## src/design/pal_pkg.sv

```systemverilog
// shared codes and field widths for the positional array list
package pal_pkg;

  // field widths
  localparam int DATA_W   = 32;
  localparam int POS_W    = 8;
  localparam int STATUS_W = 3;
  localparam int CFG_W    = 8;

  // operation codes
  localparam logic [1:0] OP_INSERT = 2'd0;
  localparam logic [1:0] OP_DELETE = 2'd1;
  localparam logic [1:0] OP_SEARCH = 2'd2;

  // result status codes
  localparam logic [STATUS_W-1:0] ST_OK       = 3'd0;
  localparam logic [STATUS_W-1:0] ST_FULL     = 3'd1;
  localparam logic [STATUS_W-1:0] ST_EMPTY    = 3'd2;
  localparam logic [STATUS_W-1:0] ST_BADPOS   = 3'd3;
  localparam logic [STATUS_W-1:0] ST_NOTFOUND = 3'd4;

  // capacity in use after reset
  localparam logic [CFG_W-1:0] MAX_ENTRIES_RST = 8'd128;

endpackage

```

## src/design/positional_array_list_core.sv

```systemverilog
// Ordered list of signed 32-bit values kept in a CAPACITY-entry memory with a live count.
// Each input beat is one operation (insert at a 1-based position, delete at a 1-based
// position, or search for a value) and gives exactly one result beat. All work goes
// through the memory's one write port and one registered read port, walking one entry per
// cycle. An insert walks from the end of the list down to its position and a delete from
// its position to the end (an append only writes the new value), a search walks until its
// first match or the end of the list, and a rejected or unused operation goes straight to
// its result. The input is ready again once the result is registered, and is not ready
// while an operation is in progress; a finished result waits in an output register, and a
// further finished result holds the sequencer until that register is free. max_entries is
// written through cfg_wr_en / cfg_wr_data; the user must do so only while the block is
// idle, as the block itself does not enforce this. Values above CAPACITY act as CAPACITY.
// No clearing pass is needed after reset: only entries below the count are read.
module positional_array_list_core
  import pal_pkg::*;
#(
  parameter int CAPACITY = 128
) (
  input  logic                       clk,
  input  logic                       rst_n,
  // configuration
  input  logic                       cfg_wr_en,
  input  logic [CFG_W-1:0]           cfg_wr_data,
  // input channel
  input  logic                       in_valid,
  output logic                       in_ready,
  input  logic [1:0]                 in_opcode,
  input  logic [POS_W-1:0]           in_position,
  input  logic signed [DATA_W-1:0]   in_item_value,
  // result channel
  output logic                       out_valid,
  input  logic                       out_ready,
  output logic [STATUS_W-1:0]        out_status,
  output logic [POS_W-1:0]           out_found_position,
  output logic signed [DATA_W-1:0]   out_removed_value,
  output logic [POS_W-1:0]           out_entry_count
);

  localparam int AW = (CAPACITY > 1) ? $clog2(CAPACITY) : 1;
  localparam int CW = $clog2(CAPACITY + 1);
  localparam int LW = (CW > POS_W) ? CW : POS_W;
  localparam int PW = LW + 1;

  // sequencer states
  localparam logic [2:0] S_IDLE = 3'd0;
  localparam logic [2:0] S_INS  = 3'd1;
  localparam logic [2:0] S_DEL  = 3'd2;
  localparam logic [2:0] S_SRCH = 3'd3;
  localparam logic [2:0] S_FIN  = 3'd4;

  logic [2:0]               state_r, state_nxt;
  logic [CW-1:0]            count_r, count_nxt;
  logic [CFG_W-1:0]         max_entries_r;
  logic [AW-1:0]            ptr_r, ptr_nxt;
  logic [AW-1:0]            end_r, end_nxt;
  logic [AW-1:0]            wa_r, wa_nxt;
  logic                     more_r, more_nxt;
  logic                     rd_vld_r, rd_vld_nxt;
  logic                     first_r, first_nxt;
  logic signed [DATA_W-1:0] val_r, val_nxt;
  logic [STATUS_W-1:0]      res_status_r, res_status_nxt;
  logic [POS_W-1:0]         res_found_r, res_found_nxt;
  logic signed [DATA_W-1:0] res_removed_r, res_removed_nxt;

  logic                     out_valid_r;
  logic [STATUS_W-1:0]      out_status_r;
  logic [POS_W-1:0]         out_found_r;
  logic signed [DATA_W-1:0] out_removed_r;
  logic [POS_W-1:0]         out_count_r;

  logic signed [DATA_W-1:0] mem [CAPACITY];
  logic signed [DATA_W-1:0] rdata_r;
  logic                     mem_we;
  logic [AW-1:0]            mem_wa;
  logic signed [DATA_W-1:0] mem_wd;

  logic                     in_beat;
  logic                     out_slot_free;
  logic                     list_full;
  logic                     ins_bad_pos;
  logic                     del_bad_pos;

  assign in_ready      = (state_r == S_IDLE);
  assign in_beat       = in_valid && in_ready;
  assign out_slot_free = !out_valid_r || out_ready;

  // full when the count reaches the capacity in use
  assign list_full   = (count_r >= CW'(CAPACITY)) ||
                       (LW'(count_r) >= LW'(max_entries_r));
  assign ins_bad_pos = (in_position == '0) ||
                       (PW'(in_position) > (PW'(count_r) + PW'(1)));
  assign del_bad_pos = (in_position == '0) || (LW'(in_position) > LW'(count_r));

  // sequencer and walk pointer
  always_comb begin
    state_nxt       = state_r;
    count_nxt       = count_r;
    ptr_nxt         = ptr_r;
    end_nxt         = end_r;
    wa_nxt          = wa_r;
    more_nxt        = more_r;
    rd_vld_nxt      = 1'b0;
    first_nxt       = first_r;
    val_nxt         = val_r;
    res_status_nxt  = res_status_r;
    res_found_nxt   = res_found_r;
    res_removed_nxt = res_removed_r;
    mem_we          = 1'b0;
    mem_wa          = wa_r;
    mem_wd          = rdata_r;

    unique case (state_r)
      S_IDLE: begin
        if (in_beat) begin
          val_nxt         = in_item_value;
          res_status_nxt  = ST_OK;
          res_found_nxt   = '0;
          res_removed_nxt = '0;
          state_nxt       = S_FIN;
          unique case (in_opcode)
            OP_INSERT: begin
              if (list_full) begin
                res_status_nxt = ST_FULL;
              end else if (ins_bad_pos) begin
                res_status_nxt = ST_BADPOS;
              end else begin
                // shift entries pos-1 .. count-1 up, top first
                ptr_nxt   = AW'(count_r - CW'(1));
                end_nxt   = AW'(in_position - POS_W'(1));
                more_nxt  = (PW'(in_position) != (PW'(count_r) + PW'(1)));
                state_nxt = S_INS;
              end
            end
            OP_DELETE: begin
              if (count_r == '0) begin
                res_status_nxt = ST_EMPTY;
              end else if (del_bad_pos) begin
                res_status_nxt = ST_BADPOS;
              end else begin
                // first read is the removed entry, the rest shift down
                ptr_nxt   = AW'(in_position - POS_W'(1));
                end_nxt   = AW'(count_r - CW'(1));
                more_nxt  = 1'b1;
                first_nxt = 1'b1;
                state_nxt = S_DEL;
              end
            end
            OP_SEARCH: begin
              res_status_nxt = ST_NOTFOUND;
              if (count_r != '0) begin
                ptr_nxt   = '0;
                end_nxt   = AW'(count_r - CW'(1));
                more_nxt  = 1'b1;
                state_nxt = S_SRCH;
              end
            end
            default: begin
              res_status_nxt = ST_OK;
            end
          endcase
        end
      end

      S_INS: begin
        if (rd_vld_r) begin
          mem_we = 1'b1;
          mem_wa = wa_r;
          mem_wd = rdata_r;
        end else if (!more_r) begin
          mem_we    = 1'b1;
          mem_wa    = end_r;
          mem_wd    = val_r;
          count_nxt = count_r + CW'(1);
          state_nxt = S_FIN;
        end
        if (more_r) begin
          rd_vld_nxt = 1'b1;
          wa_nxt     = ptr_r + AW'(1);
          if (ptr_r == end_r) begin
            more_nxt = 1'b0;
          end else begin
            ptr_nxt = ptr_r - AW'(1);
          end
        end
      end

      S_DEL: begin
        if (rd_vld_r) begin
          if (first_r) begin
            res_removed_nxt = rdata_r;
            first_nxt       = 1'b0;
          end else begin
            mem_we = 1'b1;
            mem_wa = wa_r;
            mem_wd = rdata_r;
          end
        end else if (!more_r) begin
          count_nxt = count_r - CW'(1);
          state_nxt = S_FIN;
        end
        if (more_r) begin
          rd_vld_nxt = 1'b1;
          wa_nxt     = ptr_r - AW'(1);
          if (ptr_r == end_r) begin
            more_nxt = 1'b0;
          end else begin
            ptr_nxt = ptr_r + AW'(1);
          end
        end
      end

      S_SRCH: begin
        if (rd_vld_r && (rdata_r == val_r)) begin
          res_status_nxt = ST_OK;
          res_found_nxt  = POS_W'(wa_r) + POS_W'(1);
          state_nxt      = S_FIN;
        end else if (!rd_vld_r && !more_r) begin
          state_nxt = S_FIN;
        end
        if (more_r) begin
          rd_vld_nxt = 1'b1;
          wa_nxt     = ptr_r;
          if (ptr_r == end_r) begin
            more_nxt = 1'b0;
          end else begin
            ptr_nxt = ptr_r + AW'(1);
          end
        end
      end

      S_FIN: begin
        if (out_slot_free) begin
          state_nxt = S_IDLE;
        end
      end

      default: begin
        state_nxt = S_IDLE;
      end
    endcase
  end

  // control registers
  always_ff @(posedge clk) begin
    if (!rst_n) begin
      state_r       <= S_IDLE;
      count_r       <= '0;
      max_entries_r <= MAX_ENTRIES_RST;
      more_r        <= 1'b0;
      rd_vld_r      <= 1'b0;
      first_r       <= 1'b0;
      out_valid_r   <= 1'b0;
    end else begin
      state_r  <= state_nxt;
      count_r  <= count_nxt;
      more_r   <= more_nxt;
      rd_vld_r <= rd_vld_nxt;
      first_r  <= first_nxt;
      if (cfg_wr_en) begin
        max_entries_r <= cfg_wr_data;
      end
      if (state_r == S_FIN && out_slot_free) begin
        out_valid_r <= 1'b1;
      end else if (out_ready) begin
        out_valid_r <= 1'b0;
      end
    end
  end

  // datapath registers
  always_ff @(posedge clk) begin
    ptr_r         <= ptr_nxt;
    end_r         <= end_nxt;
    wa_r          <= wa_nxt;
    val_r         <= val_nxt;
    res_status_r  <= res_status_nxt;
    res_found_r   <= res_found_nxt;
    res_removed_r <= res_removed_nxt;
    if (state_r == S_FIN && out_slot_free) begin
      out_status_r  <= res_status_r;
      out_found_r   <= res_found_r;
      out_removed_r <= res_removed_r;
      out_count_r   <= POS_W'(count_r);
    end
  end

  // list storage: one write and one registered read per cycle
  always_ff @(posedge clk) begin
    if (mem_we) begin
      mem[mem_wa] <= mem_wd;
    end
    rdata_r <= mem[ptr_r];
  end

  assign out_valid          = out_valid_r;
  assign out_status         = out_status_r;
  assign out_found_position = out_found_r;
  assign out_removed_value  = out_removed_r;
  assign out_entry_count    = out_count_r;

  // count never passes the store size
  a_count_bound: assert property (@(posedge clk) disable iff (!rst_n)
    count_r <= CW'(CAPACITY))
    else $error("list count exceeds capacity");

  // count moves by at most one entry per cycle
  a_count_step: assert property (@(posedge clk) disable iff (!rst_n)
    1'b1 |=> (count_r == $past(count_r)) ||
             (count_r == $past(count_r) + CW'(1)) ||
             (count_r == $past(count_r) - CW'(1)))
    else $error("list count jumped");

  // storage is untouched while idle or handing off a result
  a_no_idle_write: assert property (@(posedge clk) disable iff (!rst_n)
    (state_r == S_IDLE || state_r == S_FIN) |-> !mem_we)
    else $error("memory written outside an operation");

  // an accepted beat always starts work
  a_accept_busy: assert property (@(posedge clk) disable iff (!rst_n)
    in_beat |=> (state_r != S_IDLE))
    else $error("accepted beat did not start an operation");

  // a found position lies within the list reported with it
  a_found_range: assert property (@(posedge clk) disable iff (!rst_n)
    (out_valid_r && out_found_r != '0) |-> (out_found_r <= out_count_r))
    else $error("found position beyond list");

endmodule
```

## config.mk

```make
export PLATFORM = sky130hd
export DESIGN_NAME = positional_array_list_core
export DESIGN_NICKNAME = d
export VERILOG_FILES = /design/src/design/pal_pkg.sv /design/src/design/positional_array_list_core.sv
export SDC_FILE = /design/constraint.sdc
export NUM_CORES = 2
export LEC_CHECK = 0
export BUFFER_PORTS_ARGS = -buffer_cell sky130_fd_sc_hd__buf_2
export CAP_MARGIN = 20
export CORE_MARGIN = 1.5
export CORE_UTILIZATION = 35
export CTS_CLUSTER_SIZE = 10
export DETAILED_ROUTE_END_ITERATION = 12
export GPL_TIMING_DRIVEN = 0
export PLACE_DENSITY = 0.6
export SYNTH_ARGS = -nofsm -noshare
export SYNTH_HDL_FRONTEND = slang
export SYNTH_SLANG_ARGS = --single-unit
```

## constraint.sdc

```tcl
create_clock -name clk -period 4.3 [get_ports clk]
set_input_delay 0.645 -clock clk [delete_from_list [all_inputs] [get_ports clk]]
set_output_delay 0.645 -clock clk [all_outputs]
set_load 0.1 [all_outputs]
```

==> run summary <==
Crit path max-delay family: simple AND/OR/NAND/NOR gates
critical path buffer and inverter count: 5
Final period util: 1.06
RD Place Congestion: 0.977
vias post-DR: 88.9k
clock-pin slew on the worst setup and hold paths: 0.06 ns
Yosys top cell area share: 0.772
Crit path arrival time: 5.17 ns
Crit-path slowest cell: o21ai_1
pin count of the biggest net entering global routing: 89
failing checks: DRC, setup timing
final wirelength: 581000 microns
row count: 252
antenna viol nets, final: 0
Lkg Pwr: 61.6 nW
grt total ovfl: 0
Cells after Synth: 7331
DR vias/cell: 6.02
syn nets: 7421
Worst-Skew Late Latency: 1.05 ns
commonest non-fill, non-tap cell in the layout: edfxtp_1
critical path class: reg -> reg
Max Clk Rate: 0.220 GHz
1st-iter DRT viols: 15.7k
synthesized area per cell: 22.5 sq um
CP dominant cell by count: buf_2
core area: 470000 sq um
CTS buffer count: 474
DRC viols: 2
final worst slack: -0.237 ns
first-pass GRT wire length: 769000 microns
minimum clock period: 4.54 ns
global-route usage over all layers: 0.240
antenna violations before repair: 43
ys flop type: edfxtp_1
top post-synthesis cells by area: edfxtp_1 (77%), mux4_2 (15%), mux2i_1 (0.93%)
Tightest Hold Check Type: in -> reg
Final Hold Viols: 0
Final Power: 94.4 mW
synthesized area: 165000 sq um
Relative slew margins: 0.136
Setup crit end kind: flop
CTS sink count: 4298
clk buf depth: 4
WL per Instance: 39.3 microns
Synthesis Warnings: 0
Req. time, crit path: 4.93 ns
Pre-antenna DRT Iters: 11
H-tree depth: 5
CTS tree: done
DP Wirelength: 400000 microns
maximum VDD drop: 0.416 mV
fraction of final layout cells sized beyond drive strength 1: 0.323
crit path launch type: flop
run status: finished, violations left
P per Cell Area: 478 nW/um^2
worst stage delay on the critical path: 0.77 ns
clock root buffer: clkbuf_16
Placed Cells: 13.9k
vias in the first global route: 85.9k
measured slew at the worst slew-check pin: 1.30 ns
FFs w/ async S/R, synth: 0
Setup Slack @ Placement: -1.63 ns
Syn-to-layout area delta: 19.5%
Final nets: 8483
commonest non-fill, non-tap cells in the layout: edfxtp_1 (4243), mux4_2 (1106), clkbuf_16 (481)
RSZ-0062 raised after global routing: yes
final setup fails: 440
# port buffers: 106
leading area contributor after synthesis: edfxtp_1
max cap viols: 0
die width: 690 microns
register area share after synthesis: 0.778
Initial Util: 0.351
full die area: 476000 sq um
CP Max Fanout: 15
post-synthesis cell type count: 56
crit path cell chain: buf_2 -> nand2b_1 -> or4_1 -> buf_2 -> buf_2 -> clkbuf_1 -> o21ai_1 -> nand2_1 -> nor2_4 -> buf_12
IO Pins: 108
Die Span Y: 690 microns
Final Max Slew Viols: 0
synthesized flop and latch total: 4298
skew final: 0.110 ns
Layout Cells excl Fill: 14.8k
number of synthesized flops with an enable pin: 4243
-- what timing repair did --
action	in CTS	in global routing
setup endpoints to repair	2880	1043
resized for setup	309	166
hold buffers	43	0
hold endpoints to repair	45	0
pin swaps	56	30
setup buffers	74	82
-- sequential cells by signal, summed over array words and instances, names as in the netlist --
| signal | flops |
|---|---|
| more_r | 1 |
| res_found_r | 8 |
| count_r | 8 |
| res_removed_r | 32 |
| out_status | 3 |
| out_entry_count | 8 |
| out_valid | 1 |
| max_entries_r | 8 |
| wa_r | 7 |
| rd_vld_r | 1 |
| state_r | 3 |
| val_r | 32 |
| ptr_r | 7 |
| out_removed_value | 32 |
| out_found_position | 8 |
| end_r | 7 |
| rdata_r | 32 |
| mem | 4096 |
| first_r | 1 |
| res_status_r | 3 |
-- cells by family (layout without fill, tap and decap cells) --
| family | count (synthesis) | after routing | share of synthesized area |
|---|---|---|---|
| AOI/OAI and AO/OA | 503 | 503 | 0.0198 |
| muxes | 1305 | 1305 | 0.163 |
| and+or+nand+nor | 689 | 689 | 0.0186 |
| xor gates and xnor gates | 73 | 73 | 0.00387 |
| buffers and inverters | 428 | 1631 | 0.0135 |
| adders and majority gates | 35 | 35 | 0.00265 |
| DFF | 4298 | 4298 | 0.778 |
| other | 0 | 22 | 0 |
-- cells in the mapped netlist (11+ instances only) --
| library cell | number |
|---|---|
| edfxtp_1 | 4243 |
| mux4_2 | 1106 |
| nor2_1 | 248 |
| nand2_1 | 212 |
| mux2i_1 | 154 |
| clkbuf_1 | 147 |
| o22ai_1 | 123 |
| a21oi_1 | 109 |
| buf_2 | 101 |
| o21ai_0 | 88 |
| buf_4 | 70 |
| dfxtp_1 | 55 |
| o221ai_1 | 54 |
| nor3_1 | 52 |
| buf_1 | 47 |
| mux2_2 | 45 |
| a221oi_1 | 41 |
| xor2_1 | 41 |
| and2_1 | 37 |
| ha_1 | 35 |
| nand3_1 | 34 |
| xnor2_1 | 32 |
| buf_6 | 30 |
| inv_1 | 30 |
| a211oi_1 | 26 |
| nor4_1 | 24 |
| or3_1 | 20 |
| nand2b_1 | 19 |
| nor2b_1 | 13 |
| o211ai_1 | 13 |
| o31ai_1 | 11 |
-- worst min-delay path, stage by stage --
cell and delay (ns):
buf_2 0.07, nand2b_1 0.19, a21oi_1 0.10
-- worst paths after layout --
| check | slack (ns) | cells past startpoint | from | to |
|---|---|---|---|---|
| worst max-delay path | -0.24 | 10 | state_r[1] | mem[59][21] |
| worst min-delay path | 0.004 | 3 | out_ready | out_valid |
| worst max register to register | -0.24 | 10 | state_r[1] | mem[59][21] |
| worst min register to register | 0.41 | 0 | res_removed_r[6] | out_removed_value[6] |
-- report_power, final --
group / internal, mW / switching (mW)
clock network: 20.0 / 15.8
registers: 48.4 / 0.194
logic: 2.73 / 7.31
-- final cells by class --
type | count | area, sq um
Buffer | 384 | 3100
Tap cell | 6223 | 7790
Fill cell | 39900 | 273000
Timing Repair Buffer | 597 | 8620
Multi-Input combinational cell | 2605 | 36200
Inverter | 33 | 135
Sequential cell | 4298 | 129000
Antenna cell | 22 | 55.1
Clock inverter | 32 | 453
Clock buffer | 585 | 12400
-- through the flow --
step | area (sq um) | hold slack [ns] | util | setup TNS [ns]
finish | 197000 | 0.00425 | 0.419 | -30.20
CTS | 196000 | 0.00869 | 0.416 | -8.24
detailed placement | 180000 | 0.405 | 0.383 | -542.27
global route | 197000 | 0.0718 | 0.419 | -7.00
floorplan | 165000 | 0.400 | - | 0
global placement | 173000 | 0.408 | 0.369 | -
-- layer usage --
metal	vias to the layer above	track usage	wire, microns
met1	47500	0.303	204000
li1	33100	-	-
met4	10	0.152	43900
met2	6861	0.359	258000
met3	1507	0.0773	76100
met5	-	0.000303	64
(Power assumes the default switching activity.)
